$ cat src/sae_pkg.sv
// shared constants, codes, control structs and helpers of the adjacency edge store
`default_nettype none
package sae_pkg;

   // graph size and derived widths
   localparam int MAX_VERTICES = 64;
   localparam int CMD_W        = 2;
   localparam int VTX_W        = 6;
   localparam int SLOT_W       = 6;
   localparam int ST_W         = 3;
   localparam int DEG_W        = 7;
   localparam int EDGE_W       = 12;
   localparam int ACT_W        = 7;
   localparam int IDX_W        = $clog2(MAX_VERTICES);
   localparam int ROW_DEPTH    = MAX_VERTICES * MAX_VERTICES;
   localparam int ROW_AW       = $clog2(ROW_DEPTH);

   // command codes
   localparam logic [CMD_W-1:0] CMD_ADD    = CMD_W'(0);
   localparam logic [CMD_W-1:0] CMD_REMOVE = CMD_W'(1);
   localparam logic [CMD_W-1:0] CMD_READ   = CMD_W'(2);

   // result status codes
   typedef enum logic [ST_W-1:0] {
      ST_OK     = 3'd0,
      ST_FULL   = 3'd1,
      ST_ABSENT = 3'd2,
      ST_SELF   = 3'd3,
      ST_SLOT   = 3'd4
   } status_type;

   // controller to datapath commands
   typedef struct packed {
      logic       load_req;
      logic       deg_rd_a;
      logic       deg_rd_b;
      logic       cap_deg_a;
      logic       cap_deg_b;
      logic       set_side;
      logic       side;
      logic       ins_start;
      logic       ins_step;
      logic       ins_put;
      logic       find_start;
      logic       find_step;
      logic       del_start;
      logic       del_step;
      logic       slot_rd;
      logic       upd_a;
      logic       upd_b;
      logic       set_status;
      status_type status;
      logic       load_rsp;
   } dp_cmd_type;

   // datapath to controller status
   typedef struct packed {
      logic is_add;
      logic is_remove;
      logic is_read;
      logic self_loop;
      logic add_full;
      logic ep_missing;
      logic slot_bad;
      logic n_zero;
      logic shift;
      logic ptr_zero;
      logic match;
      logic last;
      logic del_none;
      logic side;
      logic rsp_free;
   } dp_stat_type;

   // vertex lies inside the graph
   function automatic logic vtx_ok(input logic [VTX_W-1:0] v);
      return int'(v) < MAX_VERTICES;
   endfunction

   // flat address of one entry of a neighbor row
   function automatic logic [ROW_AW-1:0] row_addr(input logic [VTX_W-1:0] row,
                                                  input logic [IDX_W-1:0] idx);
      return ROW_AW'(row) * ROW_AW'(MAX_VERTICES) + ROW_AW'(idx);
   endfunction

endpackage
`default_nettype wire

$ cat src/sae_ctrl.sv
// sequencing state machine of the adjacency edge store
`default_nettype none
module sae_ctrl (
   input  wire logic                 clock,
   input  wire logic                 reset,
   input  wire logic                 req_valid,
   output logic                      req_ready,
   input  wire sae_pkg::dp_stat_type stat,
   output sae_pkg::dp_cmd_type       cmd
);

   typedef enum logic [15:0] {
      S_IDLE       = 16'b0000_0000_0000_0001,
      S_DEG_A      = 16'b0000_0000_0000_0010,
      S_DEG_B      = 16'b0000_0000_0000_0100,
      S_DEG_CAP    = 16'b0000_0000_0000_1000,
      S_DECIDE     = 16'b0000_0000_0001_0000,
      S_INS_START  = 16'b0000_0000_0010_0000,
      S_INS_LOOP   = 16'b0000_0000_0100_0000,
      S_INS_PUT    = 16'b0000_0000_1000_0000,
      S_FIND_START = 16'b0000_0001_0000_0000,
      S_FIND_LOOP  = 16'b0000_0010_0000_0000,
      S_DEL_START  = 16'b0000_0100_0000_0000,
      S_DEL_LOOP   = 16'b0000_1000_0000_0000,
      S_SLOT_RD    = 16'b0001_0000_0000_0000,
      S_UPD_A      = 16'b0010_0000_0000_0000,
      S_UPD_B      = 16'b0100_0000_0000_0000,
      S_FINISH     = 16'b1000_0000_0000_0000
   } state_type;

   state_type state_ff, state_in;

   // state register
   always_ff @(posedge clock) begin
      if (reset) begin
         state_ff <= S_IDLE;
      end else begin
         state_ff <= state_in;
      end
   end

   // no beat is taken while reset is held
   assign req_ready = (state_ff == S_IDLE) && !reset;

   // next state and datapath commands
   always_comb begin
      state_in = state_ff;
      cmd      = '0;
      unique case (state_ff)
         S_IDLE: begin
            if (req_valid && req_ready) begin
               cmd.load_req = 1'b1;
               state_in     = S_DEG_A;
            end
         end
         S_DEG_A: begin
            cmd.deg_rd_a = 1'b1;
            state_in     = S_DEG_B;
         end
         S_DEG_B: begin
            cmd.cap_deg_a = 1'b1;
            cmd.deg_rd_b  = 1'b1;
            state_in      = S_DEG_CAP;
         end
         S_DEG_CAP: begin
            cmd.cap_deg_b = 1'b1;
            state_in      = S_DECIDE;
         end
         S_DECIDE: begin
            cmd.set_status = 1'b1;
            cmd.status     = sae_pkg::ST_OK;
            cmd.set_side   = 1'b1;
            cmd.side       = 1'b0;
            state_in       = S_FINISH;
            if (stat.is_add) begin
               if (stat.self_loop) begin
                  cmd.status = sae_pkg::ST_SELF;
               end else if (stat.add_full) begin
                  cmd.status = sae_pkg::ST_FULL;
               end else begin
                  state_in = S_INS_START;
               end
            end else if (stat.is_remove) begin
               if (stat.self_loop) begin
                  cmd.status = sae_pkg::ST_SELF;
               end else if (stat.ep_missing) begin
                  cmd.status = sae_pkg::ST_ABSENT;
               end else begin
                  state_in = S_FIND_START;
               end
            end else if (stat.is_read) begin
               if (stat.slot_bad) begin
                  cmd.status = sae_pkg::ST_SLOT;
               end else begin
                  state_in = S_SLOT_RD;
               end
            end
         end
         // insert walks down from the top of the row shifting entries up
         S_INS_START: begin
            cmd.ins_start = 1'b1;
            state_in      = stat.n_zero ? S_INS_PUT : S_INS_LOOP;
         end
         S_INS_LOOP: begin
            cmd.ins_step = 1'b1;
            if (stat.shift && stat.ptr_zero) begin
               state_in = S_INS_PUT;
            end else if (!stat.shift) begin
               if (stat.side) begin
                  state_in = S_UPD_A;
               end else begin
                  cmd.set_side = 1'b1;
                  cmd.side     = 1'b1;
                  state_in     = S_INS_START;
               end
            end
         end
         S_INS_PUT: begin
            cmd.ins_put = 1'b1;
            if (stat.side) begin
               state_in = S_UPD_A;
            end else begin
               cmd.set_side = 1'b1;
               cmd.side     = 1'b1;
               state_in     = S_INS_START;
            end
         end
         // search both rows before anything is changed
         S_FIND_START: begin
            if (stat.n_zero) begin
               cmd.set_status = 1'b1;
               cmd.status     = sae_pkg::ST_ABSENT;
               state_in       = S_FINISH;
            end else begin
               cmd.find_start = 1'b1;
               state_in       = S_FIND_LOOP;
            end
         end
         S_FIND_LOOP: begin
            cmd.find_step = 1'b1;
            if (stat.match) begin
               cmd.set_side = 1'b1;
               cmd.side     = !stat.side;
               state_in     = stat.side ? S_DEL_START : S_FIND_START;
            end else if (stat.last) begin
               cmd.set_status = 1'b1;
               cmd.status     = sae_pkg::ST_ABSENT;
               state_in       = S_FINISH;
            end
         end
         // delete walks up from the match shifting entries down
         S_DEL_START: begin
            if (stat.del_none) begin
               if (stat.side) begin
                  state_in = S_UPD_A;
               end else begin
                  cmd.set_side = 1'b1;
                  cmd.side     = 1'b1;
                  state_in     = S_DEL_START;
               end
            end else begin
               cmd.del_start = 1'b1;
               state_in      = S_DEL_LOOP;
            end
         end
         S_DEL_LOOP: begin
            cmd.del_step = 1'b1;
            if (stat.last) begin
               if (stat.side) begin
                  state_in = S_UPD_A;
               end else begin
                  cmd.set_side = 1'b1;
                  cmd.side     = 1'b1;
                  state_in     = S_DEL_START;
               end
            end
         end
         S_SLOT_RD: begin
            cmd.slot_rd = 1'b1;
            state_in    = S_FINISH;
         end
         S_UPD_A: begin
            cmd.upd_a = 1'b1;
            state_in  = S_UPD_B;
         end
         S_UPD_B: begin
            cmd.upd_b = 1'b1;
            state_in  = S_FINISH;
         end
         S_FINISH: begin
            if (stat.rsp_free) begin
               cmd.load_rsp = 1'b1;
               state_in     = S_IDLE;
            end
         end
         default: begin
            state_in = S_IDLE;
         end
      endcase
   end

endmodule
`default_nettype wire

$ cat config.mk
export PLATFORM = sky130hd
export DESIGN_NAME = sae_ctrl
export DESIGN_NICKNAME = d
export VERILOG_FILES = /design/src/sae_pkg.sv /design/src/sae_ctrl.sv
export SDC_FILE = /design/constraint.sdc
export NUM_CORES = 1
export LEC_CHECK = 0
export BUFFER_PORTS_ARGS = -buffer_cell sky130_fd_sc_hd__buf_2
export CORE_ASPECT_RATIO = 0.7
export CORE_UTILIZATION = 51
export DETAILED_ROUTE_END_ITERATION = 6
export PLACE_DENSITY = 0.76
export SLEW_MARGIN = 15
export SYNTH_ARGS = -nofsm -noshare
export SYNTH_HDL_FRONTEND = slang
export SYNTH_SLANG_ARGS = --single-unit
$ cat constraint.sdc
create_clock -name clock -period 2.7 [get_ports clock]
set_input_delay 0.54 -clock clock [delete_from_list [all_inputs] [get_ports clock]]
set_output_delay 0.54 -clock clock [all_outputs]
set_load 0.01 [all_outputs]
==> flow_summary.json, run 1 <==
{
  "coreArea_mm2": 0.002496,
  "antenna_cells": 0,
  "num-nets-final": 234,
  "synth_edf_count": 0,
  "ios": 41,
  "first_global_vias": 1393,
  "hold_violations": 0,
  "cp_max_fo": 9,
  "clk_pin_slew_ps": 70,
  "cp-end-kind": "output port",
  "clk-insertion-delay-late_ps": 260,
  "finClkSkew_ps": 2.677,
  "gr-total-overflow": 0,
  "synth_area_leaders": "dfxtp_1 (23%), nor3_1 (5.8%), nor2_1 (5.5%)",
  "fmax_ghz": 0.3771,
  "die_w_um": 63.98,
  "grt_use_total_pct": 30.36,
  "synth-simple-area-share_pct": 49.45,
  "syn_inst": 181,
  "largest_reg_flops": 16,
  "worst_pin_slew_ps": 532.8,
  "die_h_um": 45.39,
  "timing.rr.start": "state_ff[8]",
  "worstHoldPathCells": 2,
  "fillers": 211,
  "cts_root_buffer": "clkbuf_8",
  "gp_congestion": 0.9374,
  "dieArea_mm2": 0.002904,
  "synth_top_family_by_area": "simple AND/OR/NAND/NOR gates",
  "placed_area_mm2": 0.001559,
  "clk_path_buf_depth": 2,
  "grt_max_degree": 13,
  "biggestRegsByFlops": "state_ff: 16 flops",
  "synth_largest_area_cell": "dfxtp_1",
  "drive_gt1_share_pct": 34.42,
  "postRouteAntennaNets": 0,
  "vias_per_cell": 6.317,
  "ys_warn_count": 0,
  "cp.arrival_ps": 2110,
  "syn_avg_cell_area_um2": 7.576,
  "synth_top_area_share_pct": 23.36,
  "tritoncts": "yes",
  "wirelength_mm": 4.208,
  "synthXorXnorAreaFrac_pct": 3.193,
  "cap_violations": 0,
  "setup_ws_ps": 48.03,
  "dr.pass1.iters": 5,
  "vias": 1573,
  "p_per_area_mw_per_mm2": 353.2,
  "reg2reg_depth": 5,
  "cts_sinks": 16,
  "rsz0062_at_grt": "yes",
  "synth_compound_area_share_pct": 16.97,
  "drv_slew": 0,
  "ys_ff_latch": 16,
  "synthAdderAreaFrac_pct": 0,
  "design_area_mm2": 0.001664,
  "antenna_found_initial": 0,
  "ys.flop_type": "dfxtp_1",
  "min_period_over_period_pct": 98.22,
  "initial_utilization_pct": 54.94,
  "yosysSeqAreaShare_pct": 23.36,
  "critPathLaunchType": "register",
  "synthMuxAreaShare_pct": 0,
  "pre_cts_ws_ps": 232.8,
  "dp.final_hpwl_mm": 3.123,
  "cp.required_ps": 2160,
  "finalCriticalPeriod_ps": 2652,
  "synth_nets": 199,
  "grt_pass1_wl_mm": 6.630,
  "regMostFlops": "state_ff",
  "portBuffers": 40,
  "hp-start": "stat[8]",
  "critical_path_class": "register to output port",
  "drt_iter0_drc": 112,
  "slew_headroom_pct": 63.98,
  "row_count": 15,
  "htree_num_levels": 1,
  "drcViolationCount": 0,
  "ff2ff_setup_slack_ps": 420,
  "status": "finished, final reports clean",
  "area.growth.synth_to_final_pct": 21.35,
  "final_core_util_pct": 66.67,
  "synth_area_mm2": 0.001371,
  "hold_end": "state_ff[12]",
  "hold_path.class": "primary input to register",
  "r2r_end": "state_ff[8]",
  "vdd_ir_drop_max_uv": 195.9,
  "setup_viol": 0,
  "cts_buffers": 3,
  "synth_cell_types": 47,
  "wl_per_cell_um": 16.90,
  "p_leak_nw": 0.7438,
  "ctsHoldBuffers": 0,
  "synthArstFlopShare_pct": 0
}
[kinds of logic (layout without fill, tap and decap cells)]
logic type,count (synthesis),count (layout)
AND/OR/NAND/NOR,103,103
AO/OA/AOI/OAI,36,36
buffers and inverters,21,55
flip-flops,16,16
XOR/XNOR,5,5
[per-layer routing]
layer,part of all wire [%],vias to the layer above,track usage (%)
met5,0,-,0
met3,9.6,16,7.500
met1,43,728,39.00
met2,46,88,49.15
met4,1.8,0,13.64
li1,-,741,-
[critical path, stage by stage (launching register included)]
cell and delay, ps:
dfxtp_2 380, or4_4 610, or4_4 510, nor3b_2 200, buf_2 150
[layout by cell type, fill, tap and decap left out, types with 2 or more instances in the layout]
cell type  instances
a21oi_1            9
and3_1             4
and4b_1            2
buf_2             40
buf_4              4
clkbuf_8           4
dfxtp_1           10
dfxtp_2            5
inv_1              7
nand2_1            8
nand2b_1           7
nand3_1            4
nand4_1            6
nor2_1            19
nor2b_1            4
nor3_1            16
nor3b_1            2
nor4_1             3
nor4_4             4
nor4b_1            7
o21a_1             2
o21ai_0           11
o22ai_1            3
or4_1              2
or4_4              5
xor2_1             4
[stage by stage]
stage                     hold slack (ps)  setup TNS [ps]  instances  total power [mW]
after floorplan                     616.1               0        181            0.3220
after global placement              626.5               0        243            0.3494
after detailed placement            658.8               0        243            0.3540
after CTS                           487.6               0        249            0.5812
after global routing                494.1          -41.79        249            0.6075
final                               489.1               0        249            0.5878
[how the worst max path moves through the flow]
stage          slack, ps    startpoint       to  cells after the start
6_report              50   state_ff[8]   cmd[6]                      4
5_1_grt              -20   state_ff[2]   cmd[2]                      5
4_1_cts                2  state_ff[10]   cmd[7]                      4
3_5_place_dp         230   state_ff[9]  cmd[15]                      5
3_3_place_gp         280   state_ff[9]  cmd[15]                      5
2_1_floorplan        220  state_ff[10]  cmd[15]                      5
[where the power goes]
| part | switching (mW) | internal, mW |
|---|---|---|
| clock | 0.0991 | 0.130 |
| sequential | 0.00996 | 0.239 |
| combinational | 0.0627 | 0.0470 |
[area by class of cell]
cell class | instances | area (um^2) | share of cell area [%]
multi-input cells | 144 | 979.7 | 58.87
flip-flops and latches | 16 | 330.3 | 19.85
repair buffers | 44 | 230.2 | 13.83
clock buffers | 4 | 55.05 | 3.308
well taps | 34 | 42.54 | 2.556
inverters | 7 | 26.28 | 1.579
[cell usage after synthesis (all sizes together) (2+ instances only)]
master	instances
nand4	6
and3	4
xor2	4
dfxtp	16
or4	7
nor2b	4
or3b	2
nor3b	3
clkbuf	6
nand3	5
a31o	2
o21a	2
o22ai	3
nor2	20
nor3	17
and4b	2
nand2	8
nor4	8
buf	8
a21oi	9
nor4b	7
o21ai	11
nand2b	7
inv	7
[what timing repair did]
action | 4_1_cts | 5_1_grt
setup buffers | 2 | 0
gates resized for setup | 1 | 11
pin swaps | 1 | 1
setup endpoints to repair | 3 | 7
(Power assumes the default switching activity.)
==> inputs of run 2 (changes only) <==
--- a/config.mk
+++ b/config.mk
@@ -7,3 +7,3 @@
 export LEC_CHECK = 0
-export BUFFER_PORTS_ARGS = -buffer_cell sky130_fd_sc_hd__buf_2
+export BUFFER_PORTS_ARGS = -buffer_cell sky130_fd_sc_hd__buf_4
 export CORE_ASPECT_RATIO = 0.7
==> constraint.sdc (replaced) <==
create_clock -name clock -period 2.7 [get_ports clock]
set_input_delay 0.135 -clock clock [delete_from_list [all_inputs] [get_ports clock]]
set_output_delay 0.135 -clock clock [all_outputs]
set_load 0.01 [all_outputs]
==> run 2 against run 1 <==
Effect of this change: combinational power is 4% higher; sequential share of layout area is 1.3 points lower; cell area is 3.9% higher; final cell count stayed put; critical endpoint is now cmd[15]; critical path depth is 1 higher; critical path type unchanged; clock-buffer cell count stayed put; first-iteration DRC count is 21% higher; global-route usage is 0.28 points lower; register-to-register slack better by 120 ps; sequential cell count stayed put; worst hold slack worse by 390 ps.
==> flow_summary.json, run 2 (synthesis gave the netlist of run 1 again) <==
{
  "status": "finished, final reports clean",
  "critical_path_class": "register to output port",
  "clk_pin_slew_ps": 70,
  "clk_path_buf_depth": 2,
  "dp_cells": 245,
  "fmax_ghz": 0.4206,
  "vias_per_cell": 6.225,
  "row_count": 15,
  "crit_slowest_cell": "or4b_2",
  "initial_utilization_pct": 54.94,
  "finClkSkew_ps": 2.525,
  "coreArea_mm2": 0.002496,
  "cp.arrival_ps": 2240,
  "hold_violations": 0,
  "cts_sinks": 16,
  "gr-total-overflow": 0,
  "p_leak_nw": 0.7518,
  "die_w_um": 63.98,
  "final_common_cell": "buf_4",
  "setup_tns_ps": 0,
  "critPathLaunchType": "register",
  "ios": 41,
  "cp-end-kind": "output port",
  "cap_violations": 0,
  "min_period_over_period_pct": 88.05,
  "antenna_found_initial": 0,
  "fillers": 212,
  "slowest_delay_ps": 670,
  "wl_per_cell_um": 16.59,
  "cp.required_ps": 2570,
  "drcViolationCount": 0,
  "rsz0062_at_grt": "no",
  "htree_num_levels": 1,
  "setup_viol": 0,
  "cts_setup_buffers": 0,
  "p_per_area_mw_per_mm2": 338.1,
  "slew_headroom_pct": 65.82,
  "worst_pin_slew_ps": 505.6,
  "largest_reg_flops": 16,
  "crit_chain": "or4b_2 > nor4_2 > nand2_1 > o21ai_0 > buf_4",
  "postRouteAntennaNets": 0,
  "regMostFlops": "state_ff",
  "drt_iter0_drc": 135,
  "wirelength_mm": 4.132,
  "grt_pass1_wl_mm": 6.541,
  "tritoncts": "yes",
  "clk-insertion-delay-late_ps": 260,
  "dp.final_hpwl_mm": 3.149,
  "antenna_cells": 0,
  "gp_congestion": 0.9299,
  "ctsHoldBuffers": 0,
  "vdd_ir_drop_max_uv": 278.7,
  "dieArea_mm2": 0.002904,
  "biggestRegsByFlops": "state_ff: 16 flops",
  "cts_buffers": 3,
  "cts.repair.resized": 0,
  "ff2ff_setup_slack_ps": 540,
  "hold_path.class": "primary input to register",
  "mostFrequentLayoutCells": "buf_4 (44), nor2_1 (20), nor3_1 (16), dfxtp_1 (16), o21ai_0 (11)",
  "grt_max_degree": 13,
  "grt_use_total_pct": 30.08,
  "die_h_um": 45.39,
  "final_cells": 249,
  "area.growth.synth_to_final_pct": 26.10,
  "portBuffers": 40,
  "num-nets-final": 234,
  "finalCriticalPeriod_ps": 2377,
  "drv_slew": 0,
  "vias": 1550,
  "cts_root_buffer": "clkbuf_8",
  "first_global_vias": 1364,
  "cp_max_fo": 11,
  "drive_gt1_share_pct": 29.77,
  "dr.pass1.iters": 4
}
[run 2: cell count changes in the layout (fill, tap and decap cells not counted), moves of 5 or more]
cell,before,now
dfxtp_2,5,0
dfxtp_1,10,16
buf_4,4,44
buf_2,40,0
[run 2: worst max-delay path: cells and delay by family, from the launching register on]
kind	cells	cell delay, ps
flip-flops	1	570
buffers and inverters	1	140
AND/OR/NAND/NOR	3	1100
AO/OA/AOI/OAI	1	170
[run 2: path summary, 6_finish.rpt]
check | startpoint | endpoint | cells after the start
max | state_ff[9] | cmd[15] | 5
max reg2reg | state_ff[0] | state_ff[0] | 5
min | stat[8] | state_ff[12] | 2
min reg2reg | state_ff[9] | state_ff[9] | 2
[run 2: final cells by class]
type                            count  area (um^2)  area share [%]
Tap cell                           34        42.54           2.460
Timing Repair Buffer               44        330.3           19.10
Inverter                            7        26.28           1.520
Multi-Input combinational cell    144        954.7           55.21
Clock buffer                        4        55.05           3.184
Sequential cell                    16        320.3           18.52
[run 2: metal layers]
layer | routed length (um) | vias to the layer above | global-route usage, %
met5 | 0 | - | 0
met4 | 105 | 0 | 8.636
met3 | 375 | 17 | 8.000
met2 | 1843 | 96 | 47.66
met1 | 1808 | 696 | 40.67
li1 | - | 741 | -
[run 2: report_power, final]
group          switching (mW)  internal (mW)  total, mW
Clock                  0.0919          0.130      0.222
Combinational          0.0592         0.0547      0.114
Sequential            0.00988          0.239      0.249
Total                   0.161          0.424      0.585
[run 2: metrics by stage]
step | util [%] | power (mW) | worst slack [ps] | area (um^2) | hold slack, ps
floorplan | - | 0.3220 | 628.7 | 1371 | 213.5
global placement | 67.07 | 0.3622 | 591.2 | 1674 | 370.6
detailed placement | 67.07 | 0.3655 | 588.0 | 1674 | 361.1
CTS | 69.27 | 0.5802 | 306.9 | 1729 | 97.32
global route | 69.27 | 0.6068 | 129.8 | 1729 | 96.61
finish | 69.27 | 0.5847 | 322.7 | 1729 | 96.48
==> inputs of run 3 (changes only) <==
PLACE_DENSITY = 0.8   (was 0.76)
==> run 3 against run 2 <==
Effect of this change: die area stayed put; largest cell class unchanged; global-route usage is 0.67 points lower; register-to-register slack lost 70 ps; non-clock buffer count shrank 2; largest power group unchanged; critical endpoint is now cmd[6]; final cell count fell by 0.80%; critical path depth unchanged; clock-buffer cell count stayed put; utilization down 0.60 points; sequential cell count stayed put; maximum frequency down 0.21%.
==> flow_summary.json, run 3 (synthesis gave the netlist of run 1 again) <==
{
  "p_per_area_mw_per_mm2": 339.6,
  "critical_path_class": "register to output port",
  "ios": 41,
  "grt_use_total_pct": 29.41,
  "dp.final_hpwl_mm": 3.096,
  "cts_setup_buffers": 0,
  "p_leak_nw": 0.7422,
  "dieArea_mm2": 0.002904,
  "slew_headroom_pct": 65.64,
  "ctsHoldBuffers": 0,
  "regMostFlops": "state_ff",
  "dp_cells": 243,
  "antenna_cells": 0,
  "wl_per_cell_um": 16.64,
  "postRouteAntennaNets": 0,
  "area.growth.synth_to_final_pct": 25.00,
  "cts_sinks": 16,
  "vias": 1554,
  "row_count": 15,
  "grt_max_degree": 13,
  "setup_ws_ps": 317.7,
  "largest_reg_flops": 16,
  "placed_area_mm2": 0.001659,
  "gp_congestion": 0.9298,
  "tritoncts": "yes",
  "setup_viol": 0,
  "clk_path_buf_depth": 2,
  "clk-insertion-delay-late_ps": 250,
  "grt_pass1_wl_mm": 6.375,
  "clk_pin_slew_ps": 70,
  "cp.arrival_ps": 2250,
  "num-nets-final": 232,
  "drive_gt1_share_pct": 29.11,
  "worst_pin_slew_ps": 510.7,
  "antenna_found_initial": 0,
  "drcViolationCount": 0,
  "drv_slew": 0,
  "first_global_vias": 1374,
  "portBuffers": 40,
  "cp_max_fo": 7,
  "hold_violations": 0,
  "min_period_over_period_pct": 88.23,
  "finClkSkew_ps": 3.791,
  "drt_iter0_drc": 82,
  "setup_tns_ps": 0,
  "vdd_ir_drop_max_uv": 250.4,
  "dr.pass1.iters": 5,
  "gr-total-overflow": 0,
  "design_area_mm2": 0.001714,
  "biggestRegsByFlops": "state_ff: 16 flops",
  "status": "finished, final reports clean",
  "cts_buffers": 3,
  "coreArea_mm2": 0.002496,
  "die_h_um": 45.39,
  "finalCriticalPeriod_ps": 2382,
  "rsz0062_at_grt": "no",
  "pre_cts_ws_ps": 597.3,
  "cap_violations": 0,
  "cts_root_buffer": "clkbuf_8",
  "fmax_ghz": 0.4198,
  "cp-end-kind": "output port",
  "mostFrequentLayoutCells": "buf_4 (42), nor2_1 (20), nor3_1 (16), dfxtp_1 (16), o21ai_0 (11)",
  "htree_num_levels": 1,
  "final_common_cell": "buf_4",
  "cts.repair.resized": 0,
  "vias_per_cell": 6.291,
  "wirelength_mm": 4.109,
  "cp.required_ps": 2570,
  "final_cells": 247,
  "initial_utilization_pct": 54.94,
  "die_w_um": 63.98,
  "critPathLaunchType": "register",
  "hold_path.class": "primary input to register"
}
==> run 3: cell type report <==
class / count / area, um^2
Fill cell: 209 / 782.0
Clock buffer: 4 / 55.05
Tap cell: 34 / 42.54
Timing Repair Buffer: 42 / 315.3
Multi-Input combinational cell: 144 / 954.7
Inverter: 7 / 26.28
Sequential cell: 16 / 320.3
==> run 3: worst paths after layout <==
kind              slack (ps)         from            to  cells past startpoint
setup / recovery         320  state_ff[5]        cmd[6]                      5
hold / removal           110      stat[8]  state_ff[12]                      2
setup reg to reg         470  state_ff[5]  state_ff[13]                      5
hold reg to reg          690  state_ff[9]   state_ff[9]                      2
==> run 3: metrics by stage <==
stage	util, %	power, mW	hold slack, ps
CTS	68.67	0.5839	93.96
floorplan	-	0.3220	213.5
global placement	66.47	0.3615	359.9
global route	68.67	0.6080	103.1
detailed placement	66.47	0.3655	364.3
finish	68.67	0.5821	105.4
==> run 3: report_power, final <==
group          switching, mW  internal, mW
sequential           0.00965         0.240
clock                 0.0880         0.130
combinational         0.0608        0.0547
total                  0.158         0.424
==> run 3: per-layer routing <==
metal | global-route usage [%] | vias to the layer above | share of wire (%)
met2 | 48.72 | 93 | 45
met1 | 37.50 | 704 | 42
li1 | - | 740 | -
met4 | 11.36 | 0 | 2.5
met3 | 7.500 | 17 | 10
met5 | 0 | - | 0
==> run 3: worst max-delay path: stages (launching register included) <==
cell and delay (ps):
dfxtp_1 400, nor4_4 530, nand2_1 220, or4_4 470, nor3b_2 220, buf_4 150
